--- src/assert_macros.svh ---
// Assertion macros used by the touch detector core RTL file.
`ifndef ASSERT_MACROS_SVH
`define ASSERT_MACROS_SVH

`ifndef NO_ASSERTIONS

// Property checked on every rising clock edge outside reset.
`define CTD_ASSERT(lbl, prop) \
  lbl: assert property (@(posedge clk_i) disable iff (!rst_ni) prop) \
    else $error("assertion failed");

// Property checked on every rising clock edge, reset included.
`define CTD_ASSERT_ALWAYS(lbl, prop) \
  lbl: assert property (@(posedge clk_i) prop) \
    else $error("assertion failed");

`else

`define CTD_ASSERT(lbl, prop)
`define CTD_ASSERT_ALWAYS(lbl, prop)

`endif

`endif

--- src/ctd_pkg.sv ---
// Package with widths, codes and divider request and response types of the touch detector.
`default_nettype none

package ctd_pkg;

  localparam int SAMPLE_BITS = 16;
  localparam int COUNT_BITS  = 24;

  localparam int MEAN_W      = 24;
  localparam int SUM_W       = 2 * MEAN_W;
  localparam int DEV_W       = 25;
  localparam int GAIN_W      = 16;
  localparam int PROD_W      = DEV_W + GAIN_W;
  localparam int DIV_W       = SUM_W;
  localparam int ROOT_W      = DIV_W / 2;
  localparam int DIV_STEP_W  = $clog2(DIV_W + 1);
  localparam int CFG_W       = 16;
  localparam int TIME_W      = 32;

  typedef enum logic [1:0] {
    ACT_SAMPLE = 2'd0,
    ACT_CALIB  = 2'd1,
    ACT_CLEAR  = 2'd2
  } action_e;

  typedef enum logic [1:0] {
    REG_GAIN   = 2'd0,
    REG_OFFSET = 2'd1,
    REG_CAL_MS = 2'd2,
    REG_HOLD   = 2'd3
  } cfg_reg_e;

  typedef struct packed {
    logic                  start;
    logic [DIV_STEP_W-1:0] steps;
    logic [DIV_W-1:0]      dividend;
    logic [COUNT_BITS-1:0] divisor;
  } div_req_t;

  typedef struct packed {
    logic             busy;
    logic             done;
    logic [DIV_W-1:0] quotient;
  } div_rsp_t;

endpackage

`default_nettype wire

--- src/ctd_div.sv ---
// Restoring serial divider, one quotient bit per cycle, shared by mean and variance.
`default_nettype none

module ctd_div
  import ctd_pkg::*;
(
  input  wire logic     clk_i,
  input  wire logic     rst_ni,
  input  wire div_req_t req_i,
  output div_rsp_t      rsp_o
);

  logic                  busy_q;
  logic                  done_q;
  logic [DIV_STEP_W-1:0] cnt_q;
  logic [DIV_W-1:0]      dvd_q;
  logic [DIV_W-1:0]      quo_q;
  logic [COUNT_BITS-1:0] rem_q;
  logic [COUNT_BITS-1:0] dsr_q;

  logic [COUNT_BITS:0]   rem_sh;
  logic                  ge;
  logic [COUNT_BITS:0]   rem_next;

  always_comb begin
    rem_sh   = {rem_q, dvd_q[DIV_W-1]};
    ge       = rem_sh >= {1'b0, dsr_q};
    rem_next = ge ? (rem_sh - {1'b0, dsr_q}) : rem_sh;
  end

  always_ff @(posedge clk_i or negedge rst_ni) begin
    if (!rst_ni) begin
      busy_q <= 1'b0;
      done_q <= 1'b0;
      cnt_q  <= '0;
    end else begin
      done_q <= !req_i.start && busy_q && (cnt_q == DIV_STEP_W'(1));
      if (req_i.start) begin
        busy_q <= 1'b1;
        cnt_q  <= req_i.steps;
      end else if (busy_q) begin
        cnt_q <= cnt_q - 1'b1;
        if (cnt_q == DIV_STEP_W'(1)) begin
          busy_q <= 1'b0;
        end
      end
    end
  end

  always_ff @(posedge clk_i) begin
    if (req_i.start) begin
      dvd_q <= req_i.dividend;
      dsr_q <= req_i.divisor;
      quo_q <= '0;
      rem_q <= '0;
    end else if (busy_q) begin
      dvd_q <= {dvd_q[DIV_W-2:0], 1'b0};
      quo_q <= {quo_q[DIV_W-2:0], ge};
      rem_q <= rem_next[COUNT_BITS-1:0];
    end
  end

  assign rsp_o.busy     = busy_q;
  assign rsp_o.done     = done_q;
  assign rsp_o.quotient = quo_q;

endmodule

`default_nettype wire

--- src/calibrated_touch_detector_core.sv ---
// Top level of the calibrated touch detector with its sequencer and statistics.
//
//   Channel   Direction  Handshake                    Payload
//   in        input      in_valid_i / in_stall_o      action, touch_sample, now_ms
//   out       output     out_valid_o / out_stall_i    touch, calibrating, mean, deviation
//   cfg       input      cfg_we_i                     cfg_index_i, cfg_data_i
//
// Calibrate and clear go to finish; samples outside calibration run the detection steps.
// A calibration sample runs the 24-step serial divide that updates the mean.
// The sample that closes the window adds a 48-step divide and a 24-step square root;
// both divides run on the shared divider.
// Reset clears all statistics and loads the register defaults; no clearing pass follows.
// A stalled result holds in the output register while the next transaction is accepted.
`default_nettype none
`include "assert_macros.svh"

module calibrated_touch_detector_core
  import ctd_pkg::*;
(
  input  wire logic              clk_i,
  input  wire logic              rst_ni,
  input  wire logic              in_valid_i,
  output logic                   in_stall_o,
  input  wire logic [1:0]        action_i,
  input  wire logic [15:0]       touch_sample_i,
  input  wire logic [TIME_W-1:0] now_ms_i,
  output logic                   out_valid_o,
  input  wire logic              out_stall_i,
  output logic                   touch_detected_o,
  output logic                   calibrating_o,
  output logic [15:0]            baseline_mean_o,
  output logic [16:0]            deviation_level_o,
  input  wire logic              cfg_we_i,
  input  wire logic [1:0]        cfg_index_i,
  input  wire logic [CFG_W-1:0]  cfg_data_i
);

  typedef enum logic [3:0] {
    ST_IDLE,
    ST_MEAN_START,
    ST_MEAN_WAIT,
    ST_SQ_MUL,
    ST_SQ_ADD,
    ST_VAR_START,
    ST_VAR_WAIT,
    ST_SQRT,
    ST_SET_DEV,
    ST_DET_MUL,
    ST_DET,
    ST_FINISH
  } state_e;

  state_e                 state_q;

  logic [GAIN_W-1:0]      gain_q;
  logic [CFG_W-1:0]       offset_q;
  logic [CFG_W-1:0]       cal_ms_q;
  logic [CFG_W-1:0]       hold_ms_q;

  logic [MEAN_W-1:0]      mean_q;
  logic [SUM_W-1:0]       sum_q;
  logic [COUNT_BITS-1:0]  mcnt_q;
  logic [COUNT_BITS-1:0]  vcnt_q;
  logic [DEV_W-1:0]       dev_q;
  logic                   incal_q;
  logic                   touch_q;
  logic [TIME_W-1:0]      wstart_q;
  logic [TIME_W-1:0]      lasthit_q;

  logic                   out_valid_q;
  logic                   out_touch_q;
  logic                   out_cal_q;
  logic [15:0]            out_mean_q;
  logic [16:0]            out_dev_q;

  logic [SAMPLE_BITS-1:0] x_q;
  logic [TIME_W-1:0]      now_q;
  logic                   half_q;
  logic                   end_q;
  logic [SUM_W-1:0]       sq_q;
  logic [PROD_W-1:0]      prod_q;
  logic [DIV_W-1:0]       sqv_q;
  logic [DIV_W-1:0]       sqres_q;
  logic [DIV_W-1:0]       sqbit_q;

  logic                   in_acc;
  logic [TIME_W-1:0]      elapsed;
  logic [MEAN_W-1:0]      xs;
  logic                   neg;
  logic [MEAN_W-1:0]      mag;
  logic [MEAN_W-1:0]      mean_q_div;
  logic [SUM_W:0]         sum_ext;
  logic [DIV_W-1:0]       sq_try;
  logic [PROD_W-1:0]      base;
  logic [PROD_W-1:0]      xcmp;
  logic [PROD_W-1:0]      diff;
  logic                   hit;
  logic                   hold_over;
  div_req_t               div_req;
  div_rsp_t               div_rsp;

  assign in_acc  = in_valid_i && !in_stall_o;
  assign elapsed = now_ms_i - wstart_q;

  always_comb begin
    xs         = MEAN_W'({x_q, 8'b0});
    neg        = xs < mean_q;
    mag        = neg ? (mean_q - xs) : (xs - mean_q);
    mean_q_div = div_rsp.quotient[MEAN_W-1:0];
    sum_ext    = {1'b0, sum_q} + {1'b0, sq_q};
    sq_try     = sqres_q + sqbit_q;
    base       = PROD_W'({mean_q, 8'b0});
    xcmp       = PROD_W'({x_q, 16'b0});
    diff       = base - prod_q;
    hit        = (prod_q < base) && (xcmp < diff);
    hold_over  = (now_q - lasthit_q) >= TIME_W'(hold_ms_q);
  end

  always_comb begin
    div_req.start = (state_q == ST_MEAN_START) || (state_q == ST_VAR_START);
    if (state_q == ST_VAR_START) begin
      div_req.steps    = DIV_STEP_W'(DIV_W);
      div_req.dividend = sum_q;
    end else begin
      div_req.steps    = DIV_STEP_W'(MEAN_W);
      div_req.dividend = {mag, {(DIV_W - MEAN_W){1'b0}}};
    end
    div_req.divisor = (state_q == ST_VAR_START) ? vcnt_q : mcnt_q;
  end

  ctd_div u_div (
    .clk_i  (clk_i),
    .rst_ni (rst_ni),
    .req_i  (div_req),
    .rsp_o  (div_rsp)
  );

  always_ff @(posedge clk_i or negedge rst_ni) begin
    if (!rst_ni) begin
      state_q     <= ST_IDLE;
      gain_q      <= GAIN_W'(256);
      offset_q    <= '0;
      cal_ms_q    <= CFG_W'(1000);
      hold_ms_q   <= CFG_W'(100);
      mean_q      <= '0;
      sum_q       <= '0;
      mcnt_q      <= '0;
      vcnt_q      <= '0;
      dev_q       <= '0;
      incal_q     <= 1'b0;
      touch_q     <= 1'b0;
      wstart_q    <= '0;
      lasthit_q   <= '0;
      out_valid_q <= 1'b0;
      out_touch_q <= 1'b0;
      out_cal_q   <= 1'b0;
      out_mean_q  <= '0;
      out_dev_q   <= '0;
    end else begin
      if (cfg_we_i) begin
        unique case (cfg_reg_e'(cfg_index_i))
          REG_GAIN:   gain_q    <= cfg_data_i;
          REG_OFFSET: offset_q  <= cfg_data_i;
          REG_CAL_MS: cal_ms_q  <= cfg_data_i;
          REG_HOLD:   hold_ms_q <= cfg_data_i;
          default:    ;
        endcase
      end
      if (out_valid_q && !out_stall_i && state_q != ST_FINISH) begin
        out_valid_q <= 1'b0;
      end
      unique case (state_q)
        ST_IDLE: begin
          if (in_acc) begin
            case (action_i)
              ACT_SAMPLE: begin
                if (incal_q) begin
                  if (mcnt_q != '1) begin
                    mcnt_q <= mcnt_q + 1'b1;
                  end
                  state_q <= ST_MEAN_START;
                end else begin
                  state_q <= ST_DET_MUL;
                end
              end
              ACT_CALIB: begin
                incal_q  <= 1'b1;
                wstart_q <= now_ms_i;
                mcnt_q   <= '0;
                vcnt_q   <= '0;
                mean_q   <= '0;
                sum_q    <= '0;
                dev_q    <= '0;
                state_q  <= ST_FINISH;
              end
              ACT_CLEAR: begin
                touch_q <= 1'b0;
                state_q <= ST_FINISH;
              end
              default: state_q <= ST_FINISH;
            endcase
          end
        end
        ST_MEAN_START: state_q <= ST_MEAN_WAIT;
        ST_MEAN_WAIT: begin
          if (div_rsp.done) begin
            mean_q  <= neg ? (mean_q - mean_q_div) : (mean_q + mean_q_div);
            state_q <= half_q ? ST_SQ_MUL : ST_FINISH;
          end
        end
        ST_SQ_MUL: state_q <= ST_SQ_ADD;
        ST_SQ_ADD: begin
          if (vcnt_q != '1) begin
            vcnt_q <= vcnt_q + 1'b1;
          end
          sum_q   <= sum_ext[SUM_W] ? '1 : sum_ext[SUM_W-1:0];
          state_q <= end_q ? ST_VAR_START : ST_FINISH;
        end
        ST_VAR_START: state_q <= ST_VAR_WAIT;
        ST_VAR_WAIT: begin
          if (div_rsp.done) begin
            state_q <= ST_SQRT;
          end
        end
        ST_SQRT: begin
          if (sqbit_q[0]) begin
            state_q <= ST_SET_DEV;
          end
        end
        ST_SET_DEV: begin
          dev_q   <= DEV_W'(sqres_q[ROOT_W-1:0]) + DEV_W'({offset_q, 8'b0});
          incal_q <= 1'b0;
          state_q <= ST_DET_MUL;
        end
        ST_DET_MUL: state_q <= ST_DET;
        ST_DET: begin
          if (hit) begin
            lasthit_q <= now_q;
            touch_q   <= 1'b1;
          end else if (hold_over) begin
            touch_q <= 1'b0;
          end
          state_q <= ST_FINISH;
        end
        ST_FINISH: begin
          if (!out_valid_q || !out_stall_i) begin
            out_valid_q <= 1'b1;
            out_touch_q <= touch_q;
            out_cal_q   <= incal_q;
            out_mean_q  <= mean_q[MEAN_W-1:8];
            out_dev_q   <= dev_q[DEV_W-1:8];
            state_q     <= ST_IDLE;
          end
        end
        default: state_q <= ST_IDLE;
      endcase
    end
  end

  always_ff @(posedge clk_i) begin
    if (in_acc) begin
      x_q    <= touch_sample_i[SAMPLE_BITS-1:0];
      now_q  <= now_ms_i;
      half_q <= elapsed > TIME_W'(cal_ms_q[CFG_W-1:1]);
      end_q  <= elapsed > TIME_W'(cal_ms_q);
    end
    if (state_q == ST_SQ_MUL) begin
      sq_q <= SUM_W'(mag) * SUM_W'(mag);
    end
    if (state_q == ST_DET_MUL) begin
      prod_q <= PROD_W'(dev_q) * PROD_W'(gain_q);
    end
    if (state_q == ST_VAR_WAIT) begin
      sqv_q   <= div_rsp.quotient;
      sqres_q <= '0;
      sqbit_q <= DIV_W'(1) << (DIV_W - 2);
    end else if (state_q == ST_SQRT) begin
      if (sqv_q >= sq_try) begin
        sqv_q   <= sqv_q - sq_try;
        sqres_q <= (sqres_q >> 1) + sqbit_q;
      end else begin
        sqres_q <= sqres_q >> 1;
      end
      sqbit_q <= sqbit_q >> 2;
    end
  end

  assign in_stall_o        = (state_q != ST_IDLE);
  assign out_valid_o       = out_valid_q;
  assign touch_detected_o  = out_touch_q;
  assign calibrating_o     = out_cal_q;
  assign baseline_mean_o   = out_mean_q;
  assign deviation_level_o = out_dev_q;

  `CTD_ASSERT(a_div_start_idle, div_req.start |-> !div_rsp.busy)
  `CTD_ASSERT(a_mean_count, (state_q == ST_MEAN_START) |-> (mcnt_q != '0))
  `CTD_ASSERT(a_var_count, (state_q == ST_VAR_START) |-> (vcnt_q != '0))
  `CTD_ASSERT(a_root_fits, (state_q == ST_SET_DEV) |-> ((sqres_q >> ROOT_W) == '0))
  `CTD_ASSERT(a_finish_load,
    (state_q == ST_FINISH && !(out_valid_q && out_stall_i)) |=>
      (out_valid_q && state_q == ST_IDLE))

endmodule

`default_nettype wire

--- config.mk ---
export PLATFORM = sky130hd
export DESIGN_NAME = calibrated_touch_detector_core
export DESIGN_NICKNAME = d
export VERILOG_FILES = /design/src/ctd_pkg.sv /design/src/ctd_div.sv /design/src/calibrated_touch_detector_core.sv
export VERILOG_INCLUDE_DIRS = /design/src /design/src/src
export SDC_FILE = /design/constraint.sdc
export NUM_CORES = 2
export LEC_CHECK = 0
export BUFFER_PORTS_ARGS = -buffer_cell sky130_fd_sc_hd__buf_4
export CORE_MARGIN = 2
export CORE_UTILIZATION = 30
export DETAILED_ROUTE_END_ITERATION = 10
export GPL_ROUTABILITY_DRIVEN = 1
export PLACE_DENSITY = 0.49
export SYNTH_ARGS = -nofsm -noshare
export SYNTH_HDL_FRONTEND = slang
export SYNTH_SLANG_ARGS = --single-unit
--- constraint.sdc ---
create_clock -name clk_i -period 26.5 [get_ports clk_i]
set_input_delay 1.325 -clock clk_i [delete_from_list [all_inputs] [get_ports clk_i]]
set_output_delay 1.325 -clock clk_i [all_outputs]
set_load 0.1 [all_outputs]
After elaboration in Yosys (flattened, before gate mapping)
Cells that the tools add are included.

operators by class
  $mul = 2
  magnitude comparators = 8
  equal/unequal tests = 31
  $add $sub $neg = 16
  reduce and logical (&&, ||, !) cells = 39
  muxes and demuxes = 53

operators with widths
  kind                                                              count
  48-bit 2-to-1 mux                                                 9
  24-bit 2-to-1 mux                                                 10
  24-bit case mux with 2 select lines                               3
  48-bit case mux with 2 select lines                               1
  24-bit subtractor                                                 4
  32-bit subtractor                                                 2
  54-bit 2-to-1 mux                                                 1
  25-bit 2-to-1 mux                                                 2
  25-bit case mux with 2 select lines                               1
  48-bit by 48-bit adder with 49-bit output                         1
  24-bit by 1-bit adder with 24-bit output (second input constant)  2
  47-bit by 47-bit adder with 48-bit output                         1
  48-bit by 47-bit adder with 48-bit output                         1
  48-bit >= comparator                                              1
  24-bit by 24-bit multiplier with 48-bit output                    1
  24-bit inequality test (second input constant)                    2
  4-bit case mux with 12 select lines                               1
  48-bit subtractor                                                 1
  32-bit by 41-bit less-than comparator with 1-bit output           1
  41-bit by 32-bit less-than comparator with 1-bit output           1
  25-bit by 16-bit multiplier with 41-bit output                    1
  32-bit by 41-bit subtractor with 41-bit output                    1
  4-bit 2-to-1 mux                                                  9
  32-bit by 16-bit >= comparator with 1-bit output                  1
  other kinds (32)                                                  91

word-level totals
  register bits after elaboration = 726
  word-level logic and storage cells = 184

Logic depth before layout (Yosys ltp)
  depth in word-level cells = 6
  depth in mapped cells = 45

Modules after synthesis
From an unflattened synthesis, not the netlist that was laid out.

unflattened totals
  cell total of the unflattened synthesis = 8540
  area, all modules = 76591.0 sq um

modules (own cells, without submodules)
  module                          cells each  area each (sq um)  instances
  calibrated_touch_detector_core  7868        69212.6            1
  ctd_div                         672         7378.3             1

Worst setup path after synthesis
OpenSTA, ideal clock, no wires.

  kind = flip-flop to flip-flop
  from = register mean_q[0]
  to = register sq_q[46] (data pin)
  data required time = 26242 ps
  path slack = 15732 ps
  period minus slack after synthesis = 10768 ps
  library setup time = 258 ps
  arrival time = 10511 ps
  cell stages (with the launch flop) = 41
  path through = dfrtp_1 inv_1 clkbuf_1 ha_1 nand2b_1 or4_4 o211ai_2 a31oi_1 o311ai_2 a31o_2 buf_4 mux2i_1 a21oi_1 xnor2_1 clkbuf_1 nand2_1 fa_1 inv_1 [... 5 more ...] fa_1 fa_1 inv_1 fa_1 inv_1 ha_1 nand3_1 or2_2 a21oi_1 o2bb2ai_1 o311a_1 or4_1 a31o_2 o21ai_0 inv_1 o21ai_0 a21oi_1 xnor2_1

between the ends
  longest elaborated chain between the ends = 3
  elaborated cells between the ends (all ways) = 5
  those cells by class = add/sub: 2; mul: 1; order compare: 1; mux: 1

ends and longest elaborated chain
  what                                                              line                                                                          RTL
  from (decl)                                                       calibrated_touch_detector_core.sv:60                                          logic [MEAN_W-1:0] mean_q;
  from (signal assigned)                                            calibrated_touch_detector_core.sv:207                                         mean_q <= neg ? (mean_q - mean_q_div) : (mean_q + mean_q_div);
  24-bit subtractor or 24-bit less-than comparator (tied branches)  calibrated_touch_detector_core.sv:108, calibrated_touch_detector_core.sv:107
  24-bit 2-to-1 mux *                                               calibrated_touch_detector_core.sv:108                                         mag = neg ? (mean_q - xs) : (xs - mean_q);
  24-bit by 24-bit multiplier with 48-bit output *                  calibrated_touch_detector_core.sv:268                                         sq_q <= SUM_W'(mag) * SUM_W'(mag);
  to (signal assigned)                                              calibrated_touch_detector_core.sv:268
  to (decl)                                                         calibrated_touch_detector_core.sv:80                                          logic [SUM_W-1:0] sq_q;

Every way passes the cells marked *; elsewhere a longest branch is shown, timed or not.
A chain may end at the register's enable or synchronous reset.

Worst setup path in the final report
Ends and elaborated chain as after synthesis.

==> qor.csv <==
metric,value,unit
outcome,"complete, no violations",
Clock Tree Buf Depth,3,
root buf cell,clkbuf_16,
R2R Path Start,mean_q[0],
Tmin final,12.66,ns
CTS tree,built,
gpl congestion,0.8753,
Syn Inst Count,8295,
Critical Path RT,26.98,ns
Final ANT Viol Nets,0,
Reg-to-Reg End,sq_q[46],
max-cap check violation count,0,
total negative slack,0,ns
Clock Skew,0.03985,ns
floorplan die width,503.3,um
Routed WL,219200,um
post-DP HPWL,169500,um
Setup CP Type,flip-flop to flip-flop,
RSZ-0062 raised after global routing,false,
Synth cell types,94,
Vias/cell,4.903,
worst-skew pair later-pin latency,0.72,ns
Remaining DRCs,0,
actual slew at the worst max-slew pin,1.216,ns
Hold Path Sink,u_div.rem_q[1],
fin. max-slew vios,0,
syn_area_per_cell,9.018,um2
Non-Filler Instances,11680,
vias in the first global route,59030,
Initial DRT Pass Iterations,5,
ys flop type,dfrtp_1,
Mapped Area,74800,um2
"Hold Vio Cnt, Final",0,
Area growth syn-to-layout,10.38,%
Post-synth EDFFs,258,
clock sink count,725,
Core Rows,183,
Critical Path Fanout Max,30,
WL met2,105500,um
Max-slew headroom,18.58,%
# Post-CTS Setup Buffers,0,
Crit. End Element,flip-flop,
IO Pins,110,
post-CTS sizing,0,
fin area,82570,um2
synthesized net count,9796,
First DRT Iteration DRCs,3042,
Inst Count DP,11510,
post-synthesis sequential area ratio,25.03,%
initial core utilization,30.14,%
H-tree depth,3,
routed wl met3,7849,um
crit share post-route,47.78,%
GRT Total Usage,17.37,%
Slowest cell on crit path,xnor2_2,
Synth Warn #,0,
Std-Cell Core Area,248200,um2
cts-stage hold buffer count,0,
Worst Hold Class,flip-flop to flip-flop,
FMAX,0.07897,GHz
initial antenna violation count,7,
#FFs+latches synth,725,
GR Overflow Total,0,
per-cell routed wire length,18.77,um
CP dominant cell by count,inv_1,
reg2reg setup slack,13.84,ns
dpl cell area,79430,um2
Worst Min Path Start,u_div.rem_q[1],
die height,503.3,um
Max Used Layer,met4,
Max stage delay on crit path,0.81,ns
Setup crit start kind,flip-flop,
largest net degree at the start of global routing,133,
Routed met1 length,99240,um
Final setup viols,0,
Clock transition at path regs,0.06,ns
die footprint,253400,um2
vias post-DR,57270,
Hold Path Depth,2,
layout cells sized above 1,6.591,%
TritonCTS Buffers,89,
worst r2r path cells,37,
CP arrival,13.14,ns
ys async rst share,44.55,%
Final nets,9769,
Port Buffer Count,109,
first-pass GRT wire length,346600,um
==> state kept, by name, indices dropped and copies added, names as in the netlist, 16 cells and up <==
signal             cells
hold_ms_q             16
prod_q                41
sqv_q                 48
deviation_level_o     17
cal_ms_q              16
dev_q                 25
u_div.rem_q           24
baseline_mean_o       16
sqres_q               48
u_div.quo_q           48
offset_q              16
u_div.dsr_q           24
now_q                 32
wstart_q              32
u_div.dvd_q           48
vcnt_q                24
lasthit_q             32
mean_q                24
sqbit_q               24
sum_q                 48
mcnt_q                24
sq_q                  47
x_q                   16
gain_q                16
==> how the worst max path moves through the flow <==
stage               from       end  slack (ns)  cells after the start
6_report       mean_q[0]  sq_q[46]       13.84                     37
4_1_cts        mean_q[0]  sq_q[46]       13.95                     40
3_3_place_gp   mean_q[0]  sq_q[46]       14.16                     40
2_1_floorplan  mean_q[0]  sq_q[46]       15.73                     40
3_5_place_dp   mean_q[0]  sq_q[46]       13.99                     40
5_1_grt        mean_q[0]  sq_q[46]       13.15                     37
==> final cells by class <==
type / count / area (um2)
diodes: 5 / 12.51
clock inverters: 50 / 584.3
fillers: 25890 / 165600
flip-flops and latches: 725 / 18730
clock buffers: 118 / 2544
multi-input cells: 6013 / 50330
repair buffers: 206 / 1567
well taps: 3330 / 4167
inverters: 1233 / 4634
==> synth_stat cells (13+ instances only) <==
cell | count | area share, %
edfxtp_1 | 258 | 10
nand3b_1 | 14 | 0.14
inv_1 | 1223 | 6.1
o2111ai_1 | 13 | 0.15
dfxtp_1 | 144 | 3.9
mux2_2 | 111 | 1.7
o31ai_1 | 36 | 0.36
or3_1 | 26 | 0.22
a22oi_1 | 28 | 0.28
o21ai_0 | 451 | 3.0
buf_1 | 15 | 0.075
a211oi_1 | 71 | 0.71
nand4_1 | 61 | 0.51
o21a_1 | 46 | 0.46
nand2_1 | 955 | 4.8
a31oi_1 | 63 | 0.53
o22ai_1 | 16 | 0.13
fa_1 | 749 | 20
xnor2_1 | 254 | 3.0
a21boi_0 | 19 | 0.19
xor2_1 | 179 | 2.1
nor2_1 | 603 | 3.0
clkbuf_1 | 293 | 1.5
and2_1 | 157 | 1.3
o211ai_1 | 31 | 0.31
ha_1 | 679 | 11
nor3_1 | 86 | 0.58
a21oi_1 | 434 | 2.9
and4_1 | 21 | 0.25
nand3_1 | 141 | 0.94
o21bai_1 | 56 | 0.56
nor2b_1 | 75 | 0.63
a21o_1 | 191 | 1.9
mux2i_1 | 96 | 1.3
a22o_1 | 24 | 0.28
nor4_1 | 18 | 0.15
and3_1 | 44 | 0.37
nand2b_1 | 68 | 0.57
dfrtp_1 | 313 | 10
==> layer usage <==
layer / global-route usage [%] / vias up
li1: - / 27440
met1: 23.23 / 28490
met2: 29.55 / 1078
met3: 1.748 / 258
met4: 5.211 / 0
met5: 0 / -
==> worst max-delay path: cells and delay by family, from the launching register on <==
family	cells	cell delay [ns]
xor gates and xnor gates	2	0.93
DFF	1	0.37
buffers and inverters	8	1.63
adders and majority gates	9	3.94
AOI/OAI and AO/OA	12	3.59
and+or+nand+nor	6	1.89
==> cells by family after synthesis <==
kind of cell | after synthesis | share of synthesized area [%]
buffers and inverters | 1557 | 7.870
multiplexers | 208 | 2.976
AO/OA/AOI/OAI | 1621 | 13.57
adder cells (fa/ha/maj) | 1428 | 31.40
XOR/XNOR | 436 | 5.150
AND/OR/NAND/NOR | 2320 | 14.00
flip-flops | 725 | 25.03
==> per-stage QoR <==
step,util (%),setup WS (ns),hold WS (ns)
after floorplan,-,15.73,0.4265
after global placement,32.00,14.16,0.4712
after detailed placement,32.00,13.99,0.4831
after CTS,33.26,13.95,0.4956
after global routing,33.27,13.15,0.5097
final,33.27,13.84,0.4924
==> layout by cell type, fill, tap and decap left out, types with 68 or more instances in the layout <==
cell / n
nand3_1: 140
nor2b_1: 75
nor3_1: 83
nand2_1: 952
buf_4: 204
a21oi_1: 434
mux2i_1: 96
clkbuf_16: 95
xor2_1: 179
nor2_1: 598
dfxtp_1: 144
nand2b_1: 68
o21ai_0: 449
a21o_1: 191
xnor2_1: 248
ha_1: 679
mux2_2: 111
and2_1: 157
dfrtp_1: 312
a211oi_1: 71
fa_1: 749
edfxtp_1: 258
inv_1: 1221
Power is not shown: default switching activity piles up to over one toggle a cycle in this logic, so the estimate is an artifact.
